[config.mk]
export PLATFORM = sky130hd
export DESIGN_NAME = suspension_travel_scaler
export DESIGN_NICKNAME = d
export VERILOG_FILES = /design/src/rtl/sts_pkg.sv /design/src/rtl/sts_front.sv /design/src/rtl/sts_queue.sv /design/src/rtl/sts_back.sv /design/src/rtl/suspension_travel_scaler.sv
export VERILOG_INCLUDE_DIRS = /design/src /design/src/rtl
export SDC_FILE = /design/constraint.sdc
export NUM_CORES = 2
export LEC_CHECK = 0
export BUFFER_PORTS_ARGS = -buffer_cell sky130_fd_sc_hd__buf_4
export CAP_MARGIN = 20
export CORE_MARGIN = 3
export CORE_UTILIZATION = 55
export DETAILED_ROUTE_END_ITERATION = 12
export HOLD_SLACK_MARGIN = 0.02
export PLACE_DENSITY_LB_ADDON = 0.15
export SLEW_MARGIN = 5
export SYNTH_ARGS = -nofsm -noshare
export SYNTH_HDL_FRONTEND = slang
export SYNTH_HIERARCHICAL = 1
export SYNTH_SLANG_ARGS = --single-unit
[constraint.sdc]
create_clock -name clk -period 12.44 [get_ports clk]
set_clock_uncertainty 0.2 [all_clocks]
set_input_delay 1.866 -clock clk [delete_from_list [all_inputs] [get_ports clk]]
set_output_delay 1.866 -clock clk [all_outputs]
set_load 0.1 [all_outputs]
[src/rtl/suspension_travel_scaler_macros.svh]
// assertion macros for the suspension travel scaler
`ifndef SUSPENSION_TRAVEL_SCALER_MACROS_SVH
`define SUSPENSION_TRAVEL_SCALER_MACROS_SVH

`ifndef SYNTH
// same-cycle implication, checked on every rising edge out of reset
`define STS_ASSERT_IMPLY(name, clk, rst_n, ante, cons, msg) \
	name: assert property (@(posedge clk) disable iff (!rst_n) (ante) |-> (cons)) \
		else $error(msg);
// next-cycle implication
`define STS_ASSERT_NEXT(name, clk, rst_n, ante, cons, msg) \
	name: assert property (@(posedge clk) disable iff (!rst_n) (ante) |=> (cons)) \
		else $error(msg);
`else
`define STS_ASSERT_IMPLY(name, clk, rst_n, ante, cons, msg)
`define STS_ASSERT_NEXT(name, clk, rst_n, ante, cons, msg)
`endif

`endif

[src/rtl/sts_pkg.sv]
// shared types and constants of the suspension travel scaler
`timescale 1ns / 1ps

package sts_pkg;

	localparam int ENDPOINT_BITS = 12;
	localparam int STROKE_BITS   = 14;
	localparam int APB_DATA_BITS = 32;
	localparam int APB_ADDR_BITS = 5;

	localparam logic [ENDPOINT_BITS-1:0] DEFAULT_EXTENDED_RST   = 12'd1100;
	localparam logic [ENDPOINT_BITS-1:0] DEFAULT_COMPRESSED_RST = 12'd1950;
	localparam logic [STROKE_BITS-1:0]   STROKE_LENGTH_RST      = 14'd1000;

	// register index, byte address 4*index
	typedef enum logic [2:0] {
		REG_DEFAULT_EXTENDED   = 3'd0,
		REG_DEFAULT_COMPRESSED = 3'd1,
		REG_CALIB_EXTENDED     = 3'd2,
		REG_CALIB_COMPRESSED   = 3'd3,
		REG_EXTENDED_VALID     = 3'd4,
		REG_COMPRESSED_VALID   = 3'd5,
		REG_STROKE_LENGTH      = 3'd6
	} reg_idx_t;

	typedef struct packed {
		logic [ENDPOINT_BITS-1:0] default_extended;
		logic [ENDPOINT_BITS-1:0] default_compressed;
		logic [ENDPOINT_BITS-1:0] calib_extended;
		logic [ENDPOINT_BITS-1:0] calib_compressed;
		logic                     extended_valid;
		logic                     compressed_valid;
		logic [STROKE_BITS-1:0]   stroke_length;
	} cfg_t;

endpackage

[src/rtl/sts_front.sv]
// front end: accepts samples, picks endpoints, clamps and forms distance and span
`timescale 1ns / 1ps

module sts_front #(
	parameter int SAMPLE_BITS = 12
) (
	input  logic                          in_valid,
	output logic                          in_ready,
	input  logic [SAMPLE_BITS-1:0]        raw_sample,
	input  sts_pkg::cfg_t                 cfg,
	input  logic                          q_full,
	output logic                          q_push,
	output logic [2*SAMPLE_BITS:0]        q_wr_data
);

	localparam int WW = (sts_pkg::ENDPOINT_BITS > SAMPLE_BITS) ?
		sts_pkg::ENDPOINT_BITS : SAMPLE_BITS;

	logic [WW-1:0]          ext_w, comp_w;
	logic [SAMPLE_BITS-1:0] ext, comp, lo, hi, clamped, distance, span;
	logic                   ascending, zero;

	assign in_ready = !q_full;
	assign q_push   = in_valid && !q_full;

	// endpoints are taken modulo the sample range
	assign ext_w = cfg.extended_valid ? WW'(cfg.calib_extended) : WW'(cfg.default_extended);
	assign comp_w = cfg.compressed_valid ? WW'(cfg.calib_compressed) :
		WW'(cfg.default_compressed);
	assign ext  = ext_w[SAMPLE_BITS-1:0];
	assign comp = comp_w[SAMPLE_BITS-1:0];

	assign ascending = ext < comp;
	assign lo        = ascending ? ext : comp;
	assign hi        = ascending ? comp : ext;
	assign zero      = ext == comp;

	always_comb begin
		priority if (raw_sample > hi) begin
			clamped = hi;
		end else if (raw_sample < lo) begin
			clamped = lo;
		end else begin
			clamped = raw_sample;
		end
	end

	// distance from the extended end, same sign as the span after clamping
	assign distance = ascending ? clamped - ext : ext - clamped;
	assign span     = hi - lo;

	assign q_wr_data = {zero, span, distance};

endmodule

[src/rtl/sts_queue.sv]
// small flop-based fifo between front and back
`timescale 1ns / 1ps

module sts_queue #(
	parameter int WIDTH = 25,
	parameter int DEPTH = 4
) (
	input  logic             clk,
	input  logic             arst_n,
	input  logic             push,
	input  logic [WIDTH-1:0] wr_data,
	input  logic             pop,
	output logic [WIDTH-1:0] rd_data,
	output logic             full,
	output logic             empty
);

	localparam int PTR_BITS = (DEPTH > 1) ? $clog2(DEPTH) : 1;
	localparam int CNT_BITS = $clog2(DEPTH + 1);

	logic [WIDTH-1:0]    entry_q [DEPTH];
	logic [PTR_BITS-1:0] wr_ptr_q, rd_ptr_q;
	logic [CNT_BITS-1:0] count_q;

	assign full    = count_q == CNT_BITS'(DEPTH);
	assign empty   = count_q == '0;
	assign rd_data = entry_q[rd_ptr_q];

	always_ff @(posedge clk or negedge arst_n) begin
		if (!arst_n) begin
			wr_ptr_q <= '0;
			rd_ptr_q <= '0;
			count_q  <= '0;
		end else begin
			if (push) begin
				wr_ptr_q <= (wr_ptr_q == PTR_BITS'(DEPTH - 1)) ? '0 : wr_ptr_q + 1'b1;
			end
			if (pop) begin
				rd_ptr_q <= (rd_ptr_q == PTR_BITS'(DEPTH - 1)) ? '0 : rd_ptr_q + 1'b1;
			end
			unique case ({push, pop})
				2'b10:   count_q <= count_q + 1'b1;
				2'b01:   count_q <= count_q - 1'b1;
				default: count_q <= count_q;
			endcase
		end
	end

	always_ff @(posedge clk) begin
		if (push) begin
			entry_q[wr_ptr_q] <= wr_data;
		end
	end

endmodule

[src/rtl/sts_back.sv]
// back end: multiply by stroke, pipelined restoring divide, output register
`timescale 1ns / 1ps

module sts_back #(
	parameter int SAMPLE_BITS = 12
) (
	input  logic                              clk,
	input  logic                              arst_n,
	input  logic                              q_empty,
	input  logic [2*SAMPLE_BITS:0]            q_rd_data,
	output logic                              q_pop,
	input  logic [sts_pkg::STROKE_BITS-1:0]   stroke_length,
	output logic                              out_valid,
	input  logic                              out_ready,
	output logic [sts_pkg::STROKE_BITS-1:0]   travel
);

	localparam int QW   = sts_pkg::STROKE_BITS;
	localparam int PW   = SAMPLE_BITS + QW;
	localparam int NSTG = QW / 2;

	logic                   stall;
	logic [SAMPLE_BITS-1:0] distance, span;
	logic                   zero;
	logic [PW-1:0]          prod;

	// multiply stage
	logic                   vld_s1;
	logic [PW-1:0]          prod_s1;
	logic [SAMPLE_BITS-1:0] span_s1;
	logic                   zero_s1;

	// divider stages, entry k is pipeline stage s2+k
	logic                   div_vld_s2  [NSTG];
	logic [PW-1:0]          div_rem_s2  [NSTG];
	logic [QW-1:0]          div_quo_s2  [NSTG];
	logic [SAMPLE_BITS-1:0] div_span_s2 [NSTG];
	logic                   div_zero_s2 [NSTG];

	logic                   out_valid_q;
	logic [QW-1:0]          travel_q;

	assign stall = out_valid_q && !out_ready;
	assign q_pop = !stall && !q_empty;

	assign distance = q_rd_data[SAMPLE_BITS-1:0];
	assign span     = q_rd_data[2*SAMPLE_BITS-1:SAMPLE_BITS];
	assign zero     = q_rd_data[2*SAMPLE_BITS];
	assign prod     = PW'(distance) * PW'(stroke_length);

	always_ff @(posedge clk or negedge arst_n) begin
		if (!arst_n) begin
			vld_s1 <= 1'b0;
		end else if (!stall) begin
			vld_s1 <= q_pop;
		end
	end

	always_ff @(posedge clk) begin
		if (!stall) begin
			prod_s1 <= prod;
			span_s1 <= span;
			zero_s1 <= zero;
		end
	end

	// two quotient bits per stage; distance <= span keeps the quotient within the stroke
	for (genvar k = 0; k < NSTG; k++) begin : g_div
		logic                   in_vld, in_zero;
		logic [PW-1:0]          in_rem, rem_nxt;
		logic [QW-1:0]          in_quo, quo_nxt;
		logic [SAMPLE_BITS-1:0] in_span;

		if (k == 0) begin : g_first
			assign in_vld  = vld_s1;
			assign in_rem  = prod_s1;
			assign in_quo  = '0;
			assign in_span = span_s1;
			assign in_zero = zero_s1;
		end else begin : g_next
			assign in_vld  = div_vld_s2[k-1];
			assign in_rem  = div_rem_s2[k-1];
			assign in_quo  = div_quo_s2[k-1];
			assign in_span = div_span_s2[k-1];
			assign in_zero = div_zero_s2[k-1];
		end

		always_comb begin
			int            bitpos;
			logic [PW-1:0] d;
			rem_nxt = in_rem;
			quo_nxt = in_quo;
			for (int j = 0; j < 2; j++) begin
				bitpos = QW - 1 - 2 * k - j;
				d      = PW'(in_span) << bitpos;
				if (rem_nxt >= d) begin
					rem_nxt = rem_nxt - d;
					quo_nxt = quo_nxt | (QW'(1) << bitpos);
				end
			end
		end

		always_ff @(posedge clk or negedge arst_n) begin
			if (!arst_n) begin
				div_vld_s2[k] <= 1'b0;
			end else if (!stall) begin
				div_vld_s2[k] <= in_vld;
			end
		end

		always_ff @(posedge clk) begin
			if (!stall) begin
				div_rem_s2[k]  <= rem_nxt;
				div_quo_s2[k]  <= quo_nxt;
				div_span_s2[k] <= in_span;
				div_zero_s2[k] <= in_zero;
			end
		end
	end

	always_ff @(posedge clk or negedge arst_n) begin
		if (!arst_n) begin
			out_valid_q <= 1'b0;
		end else if (!stall) begin
			out_valid_q <= div_vld_s2[NSTG-1];
		end
	end

	// equal endpoints give zero travel
	always_ff @(posedge clk) begin
		if (!stall) begin
			travel_q <= div_zero_s2[NSTG-1] ? '0 : div_quo_s2[NSTG-1];
		end
	end

	assign out_valid = out_valid_q;
	assign travel    = travel_q;

endmodule

[src/rtl/suspension_travel_scaler.sv]
// top level: apb register file, front end, queue and divide back end
`timescale 1ns / 1ps
`include "suspension_travel_scaler_macros.svh"

// channel   | handshake                     | payload
// ----------+-------------------------------+-----------------------------
// input     | in_valid / in_ready           | raw_sample (SAMPLE_BITS)
// output    | out_valid / out_ready         | travel (14)
// config    | psel penable pwrite, pready=1 | paddr (5), pwdata / prdata (32)
//
// one beat per cycle sustained in each direction when the output is taken
// samples pass through the queue entry, the multiply stage, seven divider stages of
// two quotient bits each, then the output register
// arst_n puts the registers at their reset values and empties the pipeline
// an output beat not taken freezes the whole back end; the four-entry queue
// keeps taking input beats until it fills, then in_ready drops

module suspension_travel_scaler #(
	parameter int SAMPLE_BITS = 12
) (
	input  logic                                clk,
	input  logic                                arst_n,
	// sample channel
	input  logic                                in_valid,
	output logic                                in_ready,
	input  logic [SAMPLE_BITS-1:0]              raw_sample,
	// result channel
	output logic                                out_valid,
	input  logic                                out_ready,
	output logic [sts_pkg::STROKE_BITS-1:0]     travel,
	// register port
	input  logic                                psel,
	input  logic                                penable,
	input  logic                                pwrite,
	input  logic [sts_pkg::APB_ADDR_BITS-1:0]   paddr,
	input  logic [sts_pkg::APB_DATA_BITS-1:0]   pwdata,
	output logic [sts_pkg::APB_DATA_BITS-1:0]   prdata,
	output logic                                pready
);

	localparam int QDW = 2 * SAMPLE_BITS + 1;

	sts_pkg::cfg_t     cfg_q;
	sts_pkg::reg_idx_t reg_idx;
	logic              wr_en;

	logic              q_push, q_pop, q_full, q_empty;
	logic [QDW-1:0]    q_wr_data, q_rd_data;

	// register file; a write to the unused eighth slot does nothing
	assign pready  = 1'b1;
	assign wr_en   = psel && penable && pwrite && pready;
	assign reg_idx = sts_pkg::reg_idx_t'(paddr[4:2]);

	always_ff @(posedge clk or negedge arst_n) begin
		if (!arst_n) begin
			cfg_q.default_extended   <= sts_pkg::DEFAULT_EXTENDED_RST;
			cfg_q.default_compressed <= sts_pkg::DEFAULT_COMPRESSED_RST;
			cfg_q.calib_extended     <= '0;
			cfg_q.calib_compressed   <= '0;
			cfg_q.extended_valid     <= 1'b0;
			cfg_q.compressed_valid   <= 1'b0;
			cfg_q.stroke_length      <= sts_pkg::STROKE_LENGTH_RST;
		end else if (wr_en) begin
			unique case (reg_idx)
				sts_pkg::REG_DEFAULT_EXTENDED:
					cfg_q.default_extended <= pwdata[sts_pkg::ENDPOINT_BITS-1:0];
				sts_pkg::REG_DEFAULT_COMPRESSED:
					cfg_q.default_compressed <= pwdata[sts_pkg::ENDPOINT_BITS-1:0];
				sts_pkg::REG_CALIB_EXTENDED:
					cfg_q.calib_extended <= pwdata[sts_pkg::ENDPOINT_BITS-1:0];
				sts_pkg::REG_CALIB_COMPRESSED:
					cfg_q.calib_compressed <= pwdata[sts_pkg::ENDPOINT_BITS-1:0];
				sts_pkg::REG_EXTENDED_VALID:
					cfg_q.extended_valid <= pwdata[0];
				sts_pkg::REG_COMPRESSED_VALID:
					cfg_q.compressed_valid <= pwdata[0];
				sts_pkg::REG_STROKE_LENGTH:
					cfg_q.stroke_length <= pwdata[sts_pkg::STROKE_BITS-1:0];
				default: begin
				end
			endcase
		end
	end

	// read back, zero-extended to the bus
	always_comb begin
		unique case (reg_idx)
			sts_pkg::REG_DEFAULT_EXTENDED:
				prdata = sts_pkg::APB_DATA_BITS'(cfg_q.default_extended);
			sts_pkg::REG_DEFAULT_COMPRESSED:
				prdata = sts_pkg::APB_DATA_BITS'(cfg_q.default_compressed);
			sts_pkg::REG_CALIB_EXTENDED:
				prdata = sts_pkg::APB_DATA_BITS'(cfg_q.calib_extended);
			sts_pkg::REG_CALIB_COMPRESSED:
				prdata = sts_pkg::APB_DATA_BITS'(cfg_q.calib_compressed);
			sts_pkg::REG_EXTENDED_VALID:
				prdata = sts_pkg::APB_DATA_BITS'(cfg_q.extended_valid);
			sts_pkg::REG_COMPRESSED_VALID:
				prdata = sts_pkg::APB_DATA_BITS'(cfg_q.compressed_valid);
			sts_pkg::REG_STROKE_LENGTH:
				prdata = sts_pkg::APB_DATA_BITS'(cfg_q.stroke_length);
			default:
				prdata = '0;
		endcase
	end

	// front end: endpoint select, clamp, distance and span into the queue
	sts_front #(
		.SAMPLE_BITS(SAMPLE_BITS)
	) u_front (
		.in_valid  (in_valid),
		.in_ready  (in_ready),
		.raw_sample(raw_sample),
		.cfg       (cfg_q),
		.q_full    (q_full),
		.q_push    (q_push),
		.q_wr_data (q_wr_data)
	);

	// decouples sample intake from output back-pressure
	sts_queue #(
		.WIDTH(QDW),
		.DEPTH(4)
	) u_queue (
		.clk    (clk),
		.arst_n (arst_n),
		.push   (q_push),
		.wr_data(q_wr_data),
		.pop    (q_pop),
		.rd_data(q_rd_data),
		.full   (q_full),
		.empty  (q_empty)
	);

	// back end: dist * stroke / span, one beat per cycle while the output is taken
	sts_back #(
		.SAMPLE_BITS(SAMPLE_BITS)
	) u_back (
		.clk          (clk),
		.arst_n       (arst_n),
		.q_empty      (q_empty),
		.q_rd_data    (q_rd_data),
		.q_pop        (q_pop),
		.stroke_length(cfg_q.stroke_length),
		.out_valid    (out_valid),
		.out_ready    (out_ready),
		.travel       (travel)
	);

	// a held output beat must freeze the back end, so nothing leaves the queue
	`STS_ASSERT_IMPLY(a_stall_no_pop, clk, arst_n, out_valid && !out_ready, !q_pop,
		"queue popped while output stalled")
	// an accepted sample is in the queue on the next cycle
	`STS_ASSERT_NEXT(a_accept_lands, clk, arst_n, in_valid && in_ready, !q_empty,
		"accepted sample missing from queue")
	// the queue never reports full and empty together
	`STS_ASSERT_IMPLY(a_queue_state, clk, arst_n, q_full, !q_empty && !in_ready,
		"queue full flag inconsistent")

endmodule
==> run metrics <==
outcome=finished, final reports clean; synth-to-layout area growth=8.46%; WP data arrival=9.01 ns; Antenna Nets Post-Route=0; FFs w/ async S/R, synth=15.3%; fraction of layout cells with a size suffix above 1=10.7%; 1st-iter DRT viols=1728; cell count after synthesis=3698; relative slew slack=28.0%; CP max stage delay=0.79 ns; CTS Buffer Depth=3; die width=270 um; Synth area leader=edfxtp_1; dpl hpwl=65.2 mm; Netlist cell types=113; worst hold slack=0.209 ns; RSZ-0062 raised after global routing=no; post-synth top area share=34.7%; RePlAce Congestion=0.923; most numerous cell in the Yosys netlist=edfxtp_1; mapped cell area=38500 um2; Total Die Area=73200 um2; Post-synth EDFFs=444; Root Buffer=clkbuf_16; fillcell total=5793; total CTS buffers=57; final wirelength=86.4 mm; CP max-delay cell=dfrtp_1; post-CTS setup buffer count=0; # port buffers=65; Max Cap Violations=0; Most used DFF post-synth=edfxtp_1; setup TNS=0 ns; vias per std cell=5.74; CP Launch Type=flop; Congestion Overflow GR=0; Clock transition at path regs=0.06 ns; Crit Path Category=flop to flop; pin count of the biggest net entering global routing=84; Core Area=68900 um2; WL/cell=18.3 um; CP max FO=45; vias in the first global route=26800; Tcrit/Tclk final=71.2%; most frequent CP cell=a21oi_1; final setup fails=0; sequential area share after synthesis=39.9%; clock sinks=524; H-tree lvl count=2; synthesized flop and latch total=524; syn_area_per_cell=10.4 um2; routed vias=27000; # diodes=0; Die Y=270 um; Period minus WS final=8.86 ns; Worst-Skew Late Latency=0.62 ns; first-pass iteration count of the detailed router=6; Ports=105; post-layout net count=4214; synthesis warning total=6; top post-synthesis cells by count=edfxtp_1, inv_1, nand2_1, ha_1, a21oi_1; Slew @ Worst Pin=1.08 ns; initial antenna violation count=0; ranking of synthesized cells by area=edfxtp_1, ha_1, fa_1; Total GRT Usage=23.6%; Final Hold Vio Count=0; CTS tree=yes; Initial Util=55.8%; hold buffer count at CTS=0; Rows=96; first-pass GRT wire length=140 mm; drt drc=0; hold crit path type=flop to flop; # resized after CTS=0; count of final max-slew check failures=0; CP required=12.58 ns; CP endpoint kind=flop; fmax=113 MHz
==> state kept, by name, summed over array words and instances (netlist names) <==
name / count
u_back/div_span_s2: 72
u_back/g_div.in_vld: 7
u_back/div_zero_s2: 7
u_back/g_div.in_span: 12
u_queue/count_q: 3
u_queue/entry_q: 100
cfg_q: 64
u_back/travel: 14
u_queue/rd_ptr_q: 2
u_back/g_div.in_rem: 26
u_back/div_rem_s2: 156
u_back/g_div.in_zero: 1
u_back/out_valid: 1
u_back/div_quo_s2: 56
u_back/div_vld_s2: 1
u_queue/wr_ptr_q: 2
==> logic make-up after synthesis <==
logic type               after synthesis  share of synthesized area [%]
adder cells (fa/ha/maj)              430                           16.6
multiplexers                         210                           6.85
XOR/XNOR                             187                           4.26
AND/OR/NAND/NOR                     1062                           13.9
other                                  2                         0.0195
buffers and inverters                527                           5.64
flip-flops                           524                           39.9
AO/OA/AOI/OAI                        756                           12.8
==> layout make-up <==
type                    instances  area [um2]  share of cell area, %
repair buffers                 87         649                   1.56
multi-input cells            2664       21000                   50.4
flip-flops and latches        524       15400                   36.8
clock inverters                38         487                   1.17
inverters                     395        1490                   3.57
well taps                     931        1160                   2.79
clock buffers                  68        1550                   3.71
==> layout by cell type, fill, tap and decap left out, drive strengths merged, types with 20 or more instances in the layout <==
master  instances
edfxtp        444
inv           398
nand2         363
ha            293
a21oi         211
nor2          197
o21ai         190
fa            136
xnor2         129
mux2          122
buf            87
and2           75
clkbuf         68
a21o           66
mux2i          63
nor3           63
dfrtp          62
nand3          61
xor2           58
nor2b          45
nand4          44
nand2b         42
nor4           29
o31ai          28
a211oi         27
and3           25
or3            25
mux4           25
a211o          23
o21a           22
clkinv         21
or4            20
==> per-layer routing <==
metal  vias to the layer above  wire length, um  GRT usage, %
met2                       591            43900          42.3
li1                      13300                -             -
met1                     13000            36600          30.0
met5                         -                0             0
met4                         0             2610          7.42
met3                       149             3270          2.40
==> metrics by stage <==
stage | cells | setup WS (ns) | area (um2) | util, %
global route | 4707 | 2.92 | 41700 | 60.5
CTS | 4707 | 3.73 | 41700 | 60.5
floorplan | 3715 | 2.80 | 38500 | -
detailed placement | 4601 | 3.73 | 39700 | 57.6
global placement | 4600 | 3.80 | 39700 | 57.6
finish | 4707 | 3.58 | 41700 | 60.5
==> worst max-delay path: cells and delay by family, from the launching register on <==
family	cells	cell delay [ns]
xor gates and xnor gates	1	0.13
adders and majority gates	4	1.35
muxes	1	0.65
AOI/OAI and AO/OA	16	4.00
buffers and inverters	3	0.43
and+or+nand+nor	4	0.98
DFF	1	0.79
==> path summary, 6_finish.rpt <==
kind                                               start                  endpoint  slack [ns]  cells after the start
min in group asynchronous                         arst_n    u_back/g_div[2].in_vld        0.88                      1
worst min register to register  u_back/div_quo_s2[0][12]  u_back/div_quo_s2[1][12]        0.21                      0
max in group asynchronous                         arst_n                 cfg_q[60]       10.05                      2
worst max register to register                 cfg_q[15]    u_queue/entry_q[0][10]        3.58                     29
worst max-delay path                           cfg_q[15]    u_queue/entry_q[0][10]        3.58                     29
worst min-delay path            u_back/div_quo_s2[0][12]  u_back/div_quo_s2[1][12]        0.21                      0
Power is not shown: default switching activity piles up to over one toggle a cycle in this logic, so the estimate is an artifact.
